## config.mk

```make
export PLATFORM = sky130hd
export DESIGN_NAME = button_click_gesture_detector
export DESIGN_NICKNAME = d
export VERILOG_FILES = /design/src/hdl/bcgd_pkg.sv /design/src/hdl/button_click_gesture_detector.sv
export SDC_FILE = /design/constraint.sdc
export NUM_CORES = 1
export LEC_CHECK = 0
export ABC_AREA = 0
export BUFFER_PORTS_ARGS = -buffer_cell sky130_fd_sc_hd__clkbuf_2
export CAP_MARGIN = 20
export CORE_UTILIZATION = 38
export DETAILED_ROUTE_END_ITERATION = 10
export PLACE_DENSITY = 0.57
export SYNTH_ARGS = -nofsm -noshare
export SYNTH_HDL_FRONTEND = slang
export SYNTH_SLANG_ARGS = --single-unit
```

## constraint.sdc

```tcl
create_clock -name clk -period 7.8 [get_ports clk]
set_clock_uncertainty 0.2 [all_clocks]
set_input_delay 0.78 -clock clk [delete_from_list [all_inputs] [get_ports clk]]
set_output_delay 0.78 -clock clk [all_outputs]
set_load 0.05 [all_outputs]
```

## src/hdl/bcgd_pkg.sv

```systemverilog
`timescale 1ns / 1ps
`default_nettype none

package bcgd_pkg;

  localparam int unsigned LenW     = 4;
  localparam int unsigned TimeW    = 32;
  localparam int unsigned MsW      = 16;
  localparam int unsigned CountW   = 2;
  localparam int unsigned CfgIdxW  = 2;
  localparam int unsigned InDataW  = 40;
  localparam int unsigned OutDataW = 8;

  localparam logic [LenW-1:0]   LEN_MIN    = LenW'(5);
  localparam logic [CountW-1:0] CLICKS_MAX = CountW'(2);

  localparam logic [MsW-1:0] LONG_PRESS_MS_RST   = MsW'(2000);
  localparam logic [MsW-1:0] DBL_CLICK_WIN_RST   = MsW'(1000);
  localparam logic           LONG_PRESS_EN_RST   = 1'b0;

  typedef enum logic [CfgIdxW-1:0] {
    CFG_LONG_PRESS_MS  = 2'd0,
    CFG_DBL_CLICK_WIN  = 2'd1,
    CFG_LONG_PRESS_EN  = 2'd2,
    CFG_UNUSED         = 2'd3
  } cfg_idx_t;

endpackage

`default_nettype wire

```

## src/hdl/button_click_gesture_detector.sv

```systemverilog
// Path from input request to result: input register, then result register.
// Throughput: one request per cycle while out_tready does not hold the result; one result per request.
// The input accepts one more request while a result waits to be taken.
// Reset (rst_n low, synchronous): press, click and count state cleared,
// registers back to 2000 ms / 1000 ms / long-press action off, both stages empty.
`timescale 1ns / 1ps
`default_nettype none

module button_click_gesture_detector (
  input  wire logic                             clk,
  input  wire logic                             rst_n,
  input  wire logic                             in_tvalid,
  output logic                                  in_tready,
  // frame_length [3:0], button_pressed [4], now_ms [36:5], zero [39:37]
  input  wire logic [bcgd_pkg::InDataW-1:0]     in_tdata,
  output logic                                  out_tvalid,
  input  wire logic                             out_tready,
  // long_press_request [0], double_click_event [1], activity_pulse [2], zero [7:3]
  output logic [bcgd_pkg::OutDataW-1:0]         out_tdata,
  input  wire logic                             cfg_we,
  input  wire logic [bcgd_pkg::CfgIdxW-1:0]     cfg_index,
  input  wire logic [bcgd_pkg::MsW-1:0]         cfg_wdata
);

  import bcgd_pkg::*;

  logic [MsW-1:0]    long_press_ms_r;
  logic [MsW-1:0]    dbl_win_ms_r;
  logic              long_press_en_r;

  logic              in_valid_r;
  logic [LenW-1:0]   len_r;
  logic              pressed_r;
  logic [TimeW-1:0]  now_r;

  logic [TimeW-1:0]  press_start_r, press_start_nxt;
  logic [TimeW-1:0]  first_click_r, first_click_nxt;
  logic [CountW-1:0] click_cnt_r, click_cnt_nxt;

  logic              out_valid_r;
  logic              lp_r, lp_nxt;
  logic              dc_r, dc_nxt;

  logic              adv;
  logic              fire;
  logic              ps_zero;
  logic [TimeW-1:0]  ps_a;
  logic [CountW-1:0] cc_a;
  logic [CountW-1:0] cc_b;
  logic [TimeW-1:0]  hold_time;
  logic [TimeW-1:0]  since_first;

  assign adv       = !out_valid_r || out_tready;
  assign in_tready = !in_valid_r || adv;
  assign fire      = in_valid_r && adv;

  always_comb begin
    ps_zero     = (press_start_r == '0);
    ps_a        = ps_zero ? now_r : press_start_r;
    cc_a        = click_cnt_r;
    if (ps_zero && (click_cnt_r < CLICKS_MAX)) begin
      cc_a = click_cnt_r + CountW'(1);
    end
    hold_time   = now_r - ps_a;
    since_first = now_r - first_click_r;
    cc_b        = (since_first > TimeW'(dbl_win_ms_r)) ? '0 : click_cnt_r;

    press_start_nxt = press_start_r;
    first_click_nxt = first_click_r;
    click_cnt_nxt   = click_cnt_r;
    lp_nxt          = 1'b0;
    dc_nxt          = 1'b0;

    if (len_r >= LEN_MIN) begin
      if (pressed_r) begin
        press_start_nxt = ps_a;
        click_cnt_nxt   = cc_a;
        if (ps_zero && (cc_a == CountW'(1))) begin
          first_click_nxt = now_r;
        end
        if (hold_time > TimeW'(long_press_ms_r)) begin
          lp_nxt          = long_press_en_r;
          press_start_nxt = '0;
          click_cnt_nxt   = '0;
        end
      end else begin
        press_start_nxt = '0;
        click_cnt_nxt   = cc_b;
        if (cc_b >= CLICKS_MAX) begin
          click_cnt_nxt = '0;
          dc_nxt        = 1'b1;
        end
      end
    end
  end

  always_ff @(posedge clk) begin
    if (!rst_n) begin
      long_press_ms_r <= LONG_PRESS_MS_RST;
      dbl_win_ms_r    <= DBL_CLICK_WIN_RST;
      long_press_en_r <= LONG_PRESS_EN_RST;
    end else if (cfg_we) begin
      case (cfg_idx_t'(cfg_index))
        CFG_LONG_PRESS_MS: long_press_ms_r <= cfg_wdata;
        CFG_DBL_CLICK_WIN: dbl_win_ms_r    <= cfg_wdata;
        CFG_LONG_PRESS_EN: long_press_en_r <= cfg_wdata[0];
        default: ;
      endcase
    end
  end

  // input stage
  always_ff @(posedge clk) begin
    if (!rst_n) begin
      in_valid_r <= 1'b0;
    end else if (in_tready) begin
      in_valid_r <= in_tvalid;
    end
  end

  always_ff @(posedge clk) begin
    if (in_tready && in_tvalid) begin
      len_r     <= in_tdata[LenW-1:0];
      pressed_r <= in_tdata[LenW];
      now_r     <= in_tdata[LenW+TimeW:LenW+1];
    end
  end

  // gesture state and result stage
  always_ff @(posedge clk) begin
    if (!rst_n) begin
      press_start_r <= '0;
      first_click_r <= '0;
      click_cnt_r   <= '0;
      out_valid_r   <= 1'b0;
      lp_r          <= 1'b0;
      dc_r          <= 1'b0;
    end else if (adv) begin
      out_valid_r <= in_valid_r;
      if (in_valid_r) begin
        press_start_r <= press_start_nxt;
        first_click_r <= first_click_nxt;
        click_cnt_r   <= click_cnt_nxt;
        lp_r          <= lp_nxt;
        dc_r          <= dc_nxt;
      end
    end
  end

  assign out_tvalid = out_valid_r;
  assign out_tdata  = {{(OutDataW-3){1'b0}}, (lp_r | dc_r), dc_r, lp_r};

`ifndef NO_ASSERTIONS
  a_cnt_sat: assert property (@(posedge clk) disable iff (!rst_n)
    click_cnt_r <= CLICKS_MAX)
    else $error("click count beyond saturation");

  a_excl: assert property (@(posedge clk) disable iff (!rst_n)
    out_valid_r |-> !(lp_r && dc_r))
    else $error("long press and double click in one result");

  a_dc_clears: assert property (@(posedge clk) disable iff (!rst_n)
    (fire && dc_nxt) |=> (click_cnt_r == '0 && press_start_r == '0))
    else $error("double click left click state behind");

  a_lp_clears: assert property (@(posedge clk) disable iff (!rst_n)
    (fire && lp_nxt) |=> (press_start_r == '0 && click_cnt_r == '0))
    else $error("long press left press state behind");

  a_stall_holds: assert property (@(posedge clk) disable iff (!rst_n)
    !in_tready |-> (in_valid_r && out_valid_r && !out_tready))
    else $error("input stalled with room to advance");
`endif

endmodule

`default_nettype wire
```

---- Word-level counts from Yosys, hierarchy flattened ----
Index checks and enable logic that the tools add are counted.
word-level totals
  input bits .............................. 63
  word-level logic and storage cells ...... 54
  register bits after elaboration ......... 140
  output and inout bits ................... 10
cells by class
  add/sub/neg operators ................... 3
  equal/unequal tests ..................... 3
  magnitude comparators ................... 5
  bitwise gates (word level) .............. 1
  muxes and demuxes ....................... 14
  reduce and logical (&&, ||, !) cells .... 15
operators with widths
  operator                                                                count
  32-bit two-way mux                                                      3
  32-bit by 16-bit > comparator with 1-bit output                         2
  32-bit subtractor                                                       2
  32-bit logical NOT                                                      1
  2-bit two-way mux                                                       5
  2-bit AND reduction                                                     4
  1-bit two-way mux                                                       6
  5-bit AND reduction                                                     1
  2-bit by 1-bit == test with 1-bit output (second input constant)        2
  4-bit by 3-bit >= comparator with 1-bit output (second input constant)  1
  1-bit logical AND                                                       3
  3-bit AND reduction                                                     1
  2-bit by 1-bit adder with 2-bit output (second input constant)          1
  2-bit == test (second input constant)                                   1
  2-bit >= comparator (second input constant)                             1
  1-bit logical NOT                                                       2
  2-bit logical NOT                                                       1
  1-bit logical OR                                                        2
  2-bit < comparator (second input constant)                              1
  1-bit bitwise OR                                                        1

---- Depth between registers and ports, before layout ----
Gate-level depths: netlist of run 1.
  depth in word-level cells ............... 7
  mapped depth ............................ 26
  depth with buffers taken out ............ 24

---- Least setup slack after synthesis of run 1 ----
OpenSTA, ideal clock, no wires.
  path type ............................... register to register
  from .................................... register press_start_r[24]
  to ...................................... register press_start_r[1]
  path buffers ............................ 2
  clock period less this slack ............ 5688 ps
  path slack .............................. 2112 ps
  data arrival time ....................... 5421 ps
  stages on the path, launching flop included .. 27
  cell sequence ........................... dfxtp_1 nor4_1 nand4_1 nor2_1 clkbuf_1 a21oi_1 inv_1 ha_1 inv_1 fa_1 a211oi_2 o21ai_2 a22oi_1 nor2b_1 xnor2_1 ha_1 nand4_1 nor2_1 a221o_1 o31ai_1 o41ai_1 or4_1 a2111oi_2 o2111a_2 nand3_2 buf_6 o21ai_2
on the way
  longest elaborated chain between the ends .. 6
ends and longest elaborated chain
  item                                             line                                  text
  start: declaration                               button_click_gesture_detector.sv:36   logic [TimeW-1:0] press_start_r, press_start_nxt;
  start signal: assignment                         button_click_gesture_detector.sv:141  press_start_r <= press_start_nxt;
  32-bit logical NOT                               button_click_gesture_detector.sv:58   ps_zero = (press_start_r == '0);
  32-bit two-way mux *                             button_click_gesture_detector.sv:59   ps_a = ps_zero ? now_r : press_start_r;
  32-bit subtractor                                button_click_gesture_detector.sv:64   hold_time = now_r - ps_a;
  32-bit by 16-bit > comparator with 1-bit output  button_click_gesture_detector.sv:81   if (hold_time > TimeW'(long_press_ms_r)) begin
  32-bit two-way mux *                             button_click_gesture_detector.sv:81
  32-bit two-way mux *                             button_click_gesture_detector.sv:75   if (pressed_r) begin
Every way passes the cells marked *; elsewhere a longest branch is shown, timed or not.
A chain may end at the register's enable or synchronous reset.

---- Worst setup path after layout of run 1 ----
  from .................................... register press_start_r[7]
  to ...................................... register press_start_r[0]
Same word-level chain as after synthesis.

==> results by group, run 1 <==
Run status
  – Status: finished, final reports clean

Clock network
  – Worst-path clk slew: 0.07 ns
  – CTS tree: built
  – Clk sinks: 140
  – Htree depth: 4
  – CTS max path bufs: 2
  – Cts bufs inserted: 17
  – Worst-Skew Late Latency: 0.43 ns
  – Hold buffers post-CTS: 0
  – Clock Tree Root: clkbuf_16
  – Number of post-CTS setup repair buffers: 0
  – Post-CTS Resized: 0

Floorplan
  – Row cnt: 58
  – Core ar.: 25300 um2
  – Io pins: 73
  – Die Wd: 163 um
  – Die Footprint: 26600 um2
  – Die Y: 163 um
  – Initial Util: 39.0%

Placement
  – PortBufs: 64
  – Detailed placement HPWL: 20.8 mm
  – Routability congestion estimate: 0.892
  – Inst Count DP: 1566
  – Placement Cell Area: 10500 um2

Yosys
  – Mux cell area share after synthesis: 0.824%
  – Seq/Total Area, Yosys: 32.1%
  – Post-synth EDFFs: 37
  – Ys flop type: dfxtp_1
  – Post-Syn Instances: 1211
  – Compound-Gate Fraction of Synth Area: 27.2%
  – Async set-reset flop share out of synthesis: 0%
  – Adder-Cell Fraction of Synth Area: 12.3%
  – Average footprint of a synthesized cell: 8.15 um2
  – Mapped Area: 9870 um2
  – Largest family of logic cells by synthesized area: compound AO/OA/AOI/OAI gates
  – Post-Synth XOR/XNOR Area: 3.90%
  – Warnings from Yosys: 0
  – Register bit total from synthesis: 140
  – Simple-gate share of the synthesized area: 18.0%
  – Cell variety after synth: 75

Pwr
  – P_leak: 4.25 nW
  – IR Drop Worst-Case VDD: 0.0979 mV
  – Tot Pwr: 2.11 mW
  – Cell Pwr Density: 191 nW/um2

Detailed routing
  – TritonRoute pass-1 iters: 5
  – Remaining DRCs: 0
  – 1st-iter DRT viols: 593
  – Wire per inst: 16.6 um
  – Antenna viol nets, final: 0
  – Post-Route WL: 26.6 mm
  – Vias: 8728
  – Drt via density: 5.46

Worst hold path
  – Hold path depth: 2
  – Hold crit path type: reg2reg
  – WHS Endpoint: first_click_r[14]
  – Hold Crit Start: first_click_r[14]

Global routing
  – Vias in the first global route: 8056
  – Global-route wire length before repair: 42.7 mm
  – GRT overflow: 0
  – Initial antenna violation count: 0
  – Largest net degree at the start of global routing: 75
  – Overall Global Routing Usage: 20.6%

Worst setup path
  – Worst reg2reg startpoint: press_start_r[7]
  – Reg2reg setup slack: 0.88 ns
  – WS Path Type: reg2reg
  – Worst reg2reg path depth: 25
  – Critical Path Start Type: register
  – Critical path required time: 7.95 ns
  – Worst R2R End: press_start_r[0]
  – Maximum fanout along the worst path: 31
  – Arr. time, crit path: 7.07 ns
  – CP endpoint kind: register
  – Max incr delay on CP: 0.49 ns
  – Crit path max-delay cell type: nor4_1
  – Worst path top cell family by delay: compound AO/OA/AOI/OAI gates
  – Crit path buf inv count: 2

Timing
  – Final min period: 6.92 ns
  – Worst-Margin Slew: 0.883 ns
  – Fin. Hold Viols: 0
  – Final Max Slew Viols: 0
  – Max-slew headroom: 39.6%
  – # setup viols final: 0
  – Setup TNS: 0 ns
  – Highest clock rate: 145 MHz
  – Unrepaired setup endpoints after global routing: false
  – Period Utilization, post-route: 88.7%

Finish
  – Sequential cell area: 3170 um2
  – Area grow syn2layout: 11.7%
  – Fill count: 2568
  – Ant diodes: 0
  – Multi-input gate area: 6170 um2
  – Final instance area: 11000 um2
  – Nets: 1414
  – Share of cells above drive strength 1: 12.3%
  – Finished Layout Cells: 1598

Job
  – Max Cap Viol: 0
==> worst register-to-register path, stage by stage, from the launching register on <==
cell and delay [ns]:
dfxtp_1 0.32, nor4_1 0.49, nand4_1 0.26, nor2_2 0.32, buf_4 0.22, a21oi_1 0.10, ha_1 0.36, o21a_1 0.14
o31a_1 0.15, o21ai_0 0.11, a21o_1 0.28, a22o_1 0.30, o21a_1 0.22, xnor2_1 0.23, ha_1 0.30, nand4_1 0.16
nor2_1 0.07, a221o_1 0.30, o31ai_1 0.42, o41ai_1 0.17, or4_1 0.44, a2111oi_2 0.38, o2111a_2 0.33, nand3_2 0.07
buf_4 0.30, o21ai_0 0.21
==> stage by stage <==
| step | utilization (%) | hold slack (ns) | worst slack (ns) |
|---|---|---|---|
| floorplan | - | 0.241 | 2.11 |
| global placement | 41.3 | 0.250 | 0.784 |
| detailed placement | 41.3 | 0.257 | 0.776 |
| CTS | 43.6 | 0.266 | 0.747 |
| global route | 43.6 | 0.279 | 0.367 |
| finish | 43.6 | 0.261 | 0.881 |
==> layout make-up <==
class	count	share of cell area, %
clock buffer	22	4.59
clock inverter	10	0.669
inverter	82	2.79
multi-input combinational	941	55.9
sequential	140	28.8
tap	330	3.74
timing repair buffer	73	3.52
==> cells by family after synthesis <==
kind of cell / count (synthesis)
adders and majority gates: 96
and+or+nand+nor: 388
xor gates and xnor gates: 44
other: 1
muxes: 8
AOI/OAI and AO/OA: 400
DFF: 140
buffers and inverters: 134
==> Yosys cell counts (8+ instances only) <==
cell	n	area, um2
a211oi_1	15	113
a21boi_0	57	428
a21o_1	22	165
a21oi_1	123	616
clkbuf_1	39	146
dfxtp_1	103	2060
edfxtp_1	37	1110
ha_1	94	1180
inv_1	82	308
nand2_1	216	811
nand3_1	21	105
nand4_1	21	131
nor2_1	42	158
nor2b_1	14	87.6
nor3_1	14	70.1
nor4_1	15	93.8
o211ai_1	26	195
o21a_1	17	128
o21ai_0	43	215
o21ai_2	32	280
or3_1	8	50.1
xnor2_1	19	166
xor2_1	25	219
==> worst max path at each step <==
stage / slack, ns / end / depth (start not counted) / start
6_report: 0.88 / press_start_r[0] / 25 / press_start_r[7]
5_1_grt: 0.37 / press_start_r[0] / 25 / press_start_r[23]
4_1_cts: 0.75 / press_start_r[0] / 25 / press_start_r[23]
3_5_place_dp: 0.78 / press_start_r[0] / 25 / press_start_r[23]
3_3_place_gp: 0.78 / press_start_r[0] / 25 / press_start_r[23]
2_1_floorplan: 2.11 / press_start_r[1] / 26 / press_start_r[24]
==> power breakdown <==
part | leakage, nW | switching [mW] | internal [mW]
Sequential | 1.20 | 0.0253 | 0.771
Clock | 0.288 | 0.332 | 0.465
Combinational | 2.77 | 0.314 | 0.199
Total | 4.25 | 0.671 | 1.44
==> cell usage in the layout (no fill, tap or decap), types with 22 or more instances in the layout <==
cell type    n
inv_1       82
a21o_1      22
a21boi_0    57
nand2_1    216
a21oi_1    123
o211ai_1    26
xor2_1      25
o21ai_2     32
dfxtp_1    103
nor2_1      41
ha_1        94
clkbuf_2    64
edfxtp_1    37
o21ai_0     43
==> registers in the layout, summed over array words and instances (netlist names) <==
register / count
in_valid_r: 1
now_r: 32
click_cnt_r: 2
dc_r: 1
press_start_r: 32
first_click_r: 32
dbl_win_ms_r: 16
lp_r: 1
out_tvalid: 1
len_r: 4
pressed_r: 1
long_press_en_r: 1
long_press_ms_r: 16
==> metal layers <==
metal	track usage [%]	routed length, um
met2	32.2	11900
met4	6.07	472
met5	0	0
met1	29.5	13200
met3	2.44	963
Power figures use the tool's default switching activity.
==> run 2: changes to the inputs <==
--- a/config.mk
+++ b/config.mk
@@ -10,6 +10,7 @@
 export CAP_MARGIN = 20
 export CORE_UTILIZATION = 38
 export DETAILED_ROUTE_END_ITERATION = 10
+export HOLD_SLACK_MARGIN = 0.12
 export PLACE_DENSITY = 0.57
 export SYNTH_ARGS = -nofsm -noshare
 export SYNTH_HDL_FRONTEND = slang
==> constraint.sdc (replaced) <==
create_clock -name clk -period 6.67 [get_ports clk]
set_clock_uncertainty 0.2 [all_clocks]
set_input_delay 0.667 -clock clk [delete_from_list [all_inputs] [get_ports clk]]
set_output_delay 0.667 -clock clk [all_outputs]
set_load 0.05 [all_outputs]
==> run 2 against run 1 <==
  * Global-route usage increased by 0.29 points
  * Total power increased by 21%
  * Setup slack got worse by 0.36 ns
  * Sequential power up 17%
  * Routed wire length grew 0.76%
==> results by group, run 2 (synthesis gave the netlist of run 1 again) <==
Global routing
  – Overall Global Routing Usage: 20.9% (+0.29 points)
  – Largest net degree at the start of global routing: 75 (unchanged)
  – Global-route wire length before repair: 43.5 mm (+2.0%)
  – Initial antenna violation count: 0 (unchanged)
  – GRT overflow: 0 (unchanged)
  – Vias in the first global route: 8295 (+3.0%)

Worst setup path
  – Arr. time, crit path: 6.29 ns (-0.78 ns)
  – Critical Path Start Type: register
  – Critical path required time: 6.81 ns (-1.14 ns)
  – CP endpoint kind: register
  – Worst path top cell family by delay: compound AO/OA/AOI/OAI gates
  – Max incr delay on CP: 0.41 ns (-0.08 ns)
  – Maximum fanout along the worst path: 6 (-81%)
  – Most used cell, CP: buf_4
  – Crit path buf inv count: 4 (+2)
  – WS Path Type: reg2reg
  – Crit path max-delay cell type: or4_1

Finish
  – Area grow syn2layout: 15.2%
  – Ant diodes: 0 (unchanged)
  – Core Util, Final: 44.9% (+1.4 points)
  – Most common cell after layout, fill and taps aside: nand2_1
  – Finished Layout Cells: 1634 (+2.3%)
  – Sequential cell area: 3170 um2 (unchanged)
  – Highest-count cells in the layout ignoring fill and taps: 216 x nand2_1, 123 x a21oi_1, 103 x dfxtp_1
  – Nets: 1450 (+2.5%)
  – Share of cells above drive strength 1: 15.0% (+2.7 points)
  – Largest regs: first_click_r (32), now_r (32), press_start_r (32)
  – Fill count: 2531 (-1.4%)
  – Multi-input gate area: 6190 um2 (+0.28%)

Pwr
  – IR Drop Worst-Case VDD: 0.120 mV (+22%)
  – Cell Pwr Density: 224 nW/um2 (+18%)
  – P_leak: 4.44 nW (+4.5%)

Detailed routing
  – Vias: 8921 (+2.2%)
  – Wire per inst: 16.4 um (-1.5%)
  – 1st-iter DRT viols: 483 (-19%)
  – Post-Route WL: 26.8 mm (+0.76%)
  – Remaining DRCs: 0 (unchanged)
  – Drt via density: 5.46 (about the same)
  – Antenna viol nets, final: 0 (unchanged)
  – TritonRoute pass-1 iters: 5 (unchanged)

Clock network
  – Htree depth: 4 (unchanged)
  – CTS max path bufs: 2 (unchanged)
  – Hold buffers post-CTS: 0 (unchanged)
  – Cts bufs inserted: 17 (unchanged)
  – CTS tree: built
  – Clock Tree Root: clkbuf_16
  – Post-CTS Resized: 0 (unchanged)
  – Worst-path clk slew: 0.06 ns (about the same)
  – Number of post-CTS setup repair buffers: 0 (unchanged)
  – Worst-Skew Late Latency: 0.43 ns (about the same)
  – Clk sinks: 140 (unchanged)

Placement
  – PortBufs: 64 (unchanged)
  – Inst Count DP: 1602 (+2.3%)
  – Detailed placement HPWL: 21.4 mm (+2.4%)
  – Routability congestion estimate: 0.895 (+0.32%)

Floorplan
  – Die Footprint: 26600 um2 (unchanged)
  – Die Wd: 163 um (unchanged)
  – Row cnt: 58 (unchanged)
  – Core ar.: 25300 um2 (unchanged)
  – Initial Util: 39.0% (unchanged)
  – Io pins: 73 (unchanged)
  – Die Y: 163 um (unchanged)

Run status
  – Status: finished, final reports clean

Timing
  – Max-slew headroom: 38.8% (-0.83 points)
  – Highest clock rate: 163 MHz (+13%)
  – Final min period: 6.15 ns (-0.771 ns)
  – Final Max Slew Viols: 0 (unchanged)
  – Period Utilization, post-route: 92.2% (+3.5 points)
  – Setup TNS: 0 ns (unchanged)
  – # setup viols final: 0 (unchanged)
  – Unrepaired setup endpoints after global routing: false
  – Fin. Hold Viols: 0 (unchanged)
  – Worst-Margin Slew: 0.918 ns (+0.0352 ns)

Job
  – Max Cap Viol: 0 (unchanged)

Worst hold path
  – Hold crit path type: in2reg
run 2: cell types whose count changed in the layout (fill, tap and decap cells not counted), sizes merged:
cell / before / now
clkbuf: 86 / 84
clkinvlp: 1 / 2
bufinv: 0 / 1
buf: 9 / 45
run 2: power by group:
part           switching (mW)  internal (mW)  total (mW)
Clock                   0.393          0.588       0.981
Sequential             0.0290          0.902       0.931
Combinational           0.377          0.263       0.640
run 2: per-layer routing:
metal	GRT usage (%)	share of wire [%]	routed length (um)
met4	5.44	1.5	407
met1	29.6	49	13200
met3	2.92	3.2	856
met2	33.0	46	12300
met5	0	0	0
run 2: worst reg2reg max path, stage by stage (launching register included):
cell       delay (ns)
dfxtp_1          0.32
nor4_1           0.29
buf_4            0.17
nand4_1          0.16
nor2_4           0.23
a21oi_1          0.16
ha_1             0.30
nor2b_1          0.14
o31a_1           0.25
o21ai_0          0.26
nand2_1          0.13
a31oi_1          0.23
o21ai_0          0.15
xor2_1           0.17
ha_1             0.31
nand4_1          0.15
buf_4            0.13
nor2_1           0.03
a221o_1          0.31
o31ai_1          0.20
buf_4            0.17
o41ai_1          0.06
or4_1            0.41
a2111oi_2        0.38
o2111a_2         0.30
buf_4            0.13
a31oi_1          0.10
nor3b_1          0.24
run 2: path summary, 6_finish.rpt:
| kind | endpoint | startpoint | slack (ns) | depth (start not counted) |
|---|---|---|---|---|
| worst min register to register | first_click_r[17] | first_click_r[17] | 0.26 | 2 |
| worst min-delay path | now_r[11] | in_tdata[16] | 0.21 | 1 |
| worst max-delay path | press_start_r[31] | press_start_r[23] | 0.52 | 27 |
| worst max register to register | press_start_r[31] | press_start_r[23] | 0.52 | 27 |
run 2: layout make-up:
class | count | area share (%)
flip-flops and latches | 140 | 27.9
clock inverters | 12 | 1.08
repair buffers | 109 | 5.89
inverters | 82 | 2.71
well taps | 330 | 3.63
multi-input cells | 941 | 54.4
clock buffers | 20 | 4.40
run 2: stage by stage:
stage                     total power [mW]  hold WS (ns)  setup slack (ns)  area, um2
after floorplan                       1.39         0.241             0.982       9890
after global placement                1.58         0.250             0.389      10700
after detailed placement              1.58         0.257             0.400      10700
after CTS                             2.57         0.196             0.360      11400
after global routing                  2.69         0.196            0.0301      11400
final                                 2.55         0.213             0.522      11400
==> run 3: changes to the inputs <==
==> constraint.sdc (replaced) <==
create_clock -name clk -period 6.67 [get_ports clk]
set_clock_uncertainty 0.2 [all_clocks]
set_input_delay 1.334 -clock clk [delete_from_list [all_inputs] [get_ports clk]]
set_output_delay 1.334 -clock clk [all_outputs]
set_load 0.05 [all_outputs]
==> run 3 against run 2 <==
  * Total power down 2.9%
  * First-iteration DRC count is 25% higher
  * Register-to-register slack got worse by 0.11 ns
  * Critical path depth increased by 1
  * Die area unchanged
  * Via count increased by 0.74%
  * Routed wire length increased by 0.45%
  * Flip-flop and latch count stayed put
  * Clock-buffer cell count is 1 higher
  * Cell count is 0.37% higher
==> results by group, run 3 (synthesis gave the netlist of run 1 again) <==
Timing
  – Setup ws final: 0.407 ns (-0.115 ns)
  – Fin. Hold Viols: 0 (unchanged)
  – Period Utilization, post-route: 93.9% (+1.7 points)
  – Setup TNS: 0 ns (unchanged)
  – # setup viols final: 0 (unchanged)
  – WHS: 0.260 ns (+0.0470 ns)
  – Worst-Margin Slew: 0.906 ns (-0.0123 ns)
  – Final Max Slew Viols: 0 (unchanged)
  – Highest clock rate: 160 MHz (-1.8%)
  – Final min period: 6.26 ns (+0.115 ns)
  – Unrepaired setup endpoints after global routing: false
  – Max-slew headroom: 39.6% (+0.82 points)

Global routing
  – Initial antenna violation count: 0 (unchanged)
  – Global-route wire length before repair: 43.0 mm (-1.4%)
  – Largest net degree at the start of global routing: 75 (unchanged)
  – Overall Global Routing Usage: 20.6% (-0.33 points)
  – GRT overflow: 0 (unchanged)
  – Vias in the first global route: 8272 (-0.28%)

Clock network
  – Clock Tree Root: clkbuf_16
  – Hold buffers post-CTS: 0 (unchanged)
  – CTS max path bufs: 2 (unchanged)
  – Clk sinks: 140 (unchanged)
  – Htree depth: 4 (unchanged)
  – CTS tree: built
  – Cts bufs inserted: 17 (unchanged)
  – Worst-path clk slew: 0.06 ns (about the same)
  – Worst-Skew Late Latency: 0.42 ns (about the same)

Finish
  – Fill count: 2506 (-0.99%)
  – Most common cell after layout, fill and taps aside: nand2_1
  – Sequential cell area: 3170 um2 (unchanged)
  – Area grow syn2layout: 15.2% (about the same)
  – Multi-input gate area: 6190 um2 (about the same)
  – Largest regs: first_click_r (32), now_r (32), press_start_r (32)
  – Final instance area: 11400 um2 (about the same)
  – Highest-count cells in the layout ignoring fill and taps: 216 x nand2_1, 123 x a21oi_1, 103 x dfxtp_1
  – Nets: 1456 (+0.41%)
  – Share of cells above drive strength 1: 15.3% (+0.39 points)
  – Finished Layout Cells: 1640 (+0.37%)
  – Ant diodes: 0 (unchanged)
  – Core Util, Final: 44.9% (about the same)

Detailed routing
  – Remaining DRCs: 0 (unchanged)
  – Post-Route WL: 26.9 mm (+0.45%)
  – TritonRoute pass-1 iters: 6 (+1)
  – Vias: 8987 (+0.74%)
  – Wire per inst: 16.4 um (about the same)
  – Antenna viol nets, final: 0 (unchanged)
  – 1st-iter DRT viols: 604 (+25%)
  – Drt via density: 5.48 (+0.37%)

Worst setup path
  – Max incr delay on CP: 0.43 ns (+0.02 ns)
  – Reg2reg setup slack: 0.41 ns (-0.11 ns)
  – Critical path required time: 6.80 ns (about the same)
  – CP startpoint: press_start_r[23]
  – Critical Path Start Type: register
  – CP endpoint kind: register
  – Maximum fanout along the worst path: 20 (+14)
  – Most used cell, CP: buf_4
  – Worst reg2reg startpoint: press_start_r[23]
  – WS Path Type: reg2reg
  – Crit path max-delay cell type: ha_1
  – Arr. time, crit path: 6.40 ns (+0.11 ns)

Pwr
  – P_leak: 4.45 nW (+0.17%)
  – IR Drop Worst-Case VDD: 0.133 mV (+11%)
  – Cell Pwr Density: 218 nW/um2 (-2.8%)
  – Tot Pwr: 2.48 mW (-2.9%)

Floorplan
  – Die Footprint: 26600 um2 (unchanged)
  – Io pins: 73 (unchanged)
  – Initial Util: 39.0% (unchanged)
  – Die Y: 163 um (unchanged)
  – Core ar.: 25300 um2 (unchanged)
  – Die Wd: 163 um (unchanged)
  – Row cnt: 58 (unchanged)

Placement
  – Routability congestion estimate: 0.895 (about the same)
  – Placement Cell Area: 10800 um2 (+0.24%)
  – Detailed placement HPWL: 21.4 mm (+0.13%)
  – Setup WS pre-CTS: 0.223 ns (-0.177 ns)
  – PortBufs: 64 (unchanged)
  – Inst Count DP: 1605 (+0.19%)

Worst hold path
  – Hold Crit Start: first_click_r[18]
  – Hold crit path type: reg2reg

Job
  – Max Cap Viol: 0 (unchanged)

Run status
  – Status: finished, final reports clean
==> run 3: cell types whose count changed in the layout (fill, tap and decap cells not counted), sizes merged <==
cell,before,now
buf,45,51
bufinv,1,0
clkbuf,84,85
clkinv,5,7
clkinvlp,2,1
inv,86,85
==> run 3: cell type report <==
cell class / count / area share [%]
clock buffer: 21 / 4.24
sequential: 140 / 27.9
clock inverter: 11 / 0.726
multi-input combinational: 941 / 54.5
tap: 330 / 3.63
inverter: 82 / 2.71
timing repair buffer: 115 / 6.33
==> run 3: timing repair <==
| action | CTS | global route |
|---|---|---|
| setup endpoints to repair | 0 | 35 |
| setup buffers | 0 | 3 |
| gates resized for setup | 0 | 5 |
==> run 3: final timing paths <==
| path | depth (start not counted) | endpoint |
|---|---|---|
| worst max-delay path | 28 | press_start_r[0] |
| worst min-delay path | 2 | first_click_r[18] |
| worst max register to register | 28 | press_start_r[0] |
| worst min register to register | 2 | first_click_r[18] |
==> run 3: layer usage <==
metal / global-route usage (%) / routed length (um) / vias to the layer above
li1: - / - / 4536
met3: 2.13 / 1080 / 25
met2: 32.6 / 12400 / 190
met5: 0 / 0 / -
met4: 6.58 / 493 / 0
met1: 29.1 / 13000 / 4236
==> run 3: report_power, final <==
part | switching, mW | leakage, nW | total [mW] | internal [mW]
clock network | 0.382 | 0.279 | 0.902 | 0.521
logic | 0.379 | 2.98 | 0.646 | 0.266
registers | 0.0288 | 1.20 | 0.931 | 0.902
==> run 3: critical path: cells and delay by family, from the launching register on <==
family | cells | cell delay [ns]
DFF | 1 | 0.32
AOI/OAI and AO/OA | 9 | 1.59
adders and majority gates | 2 | 0.75
xor gates and xnor gates | 1 | 0.16
buffers and inverters | 5 | 0.80
and+or+nand+nor | 11 | 2.37
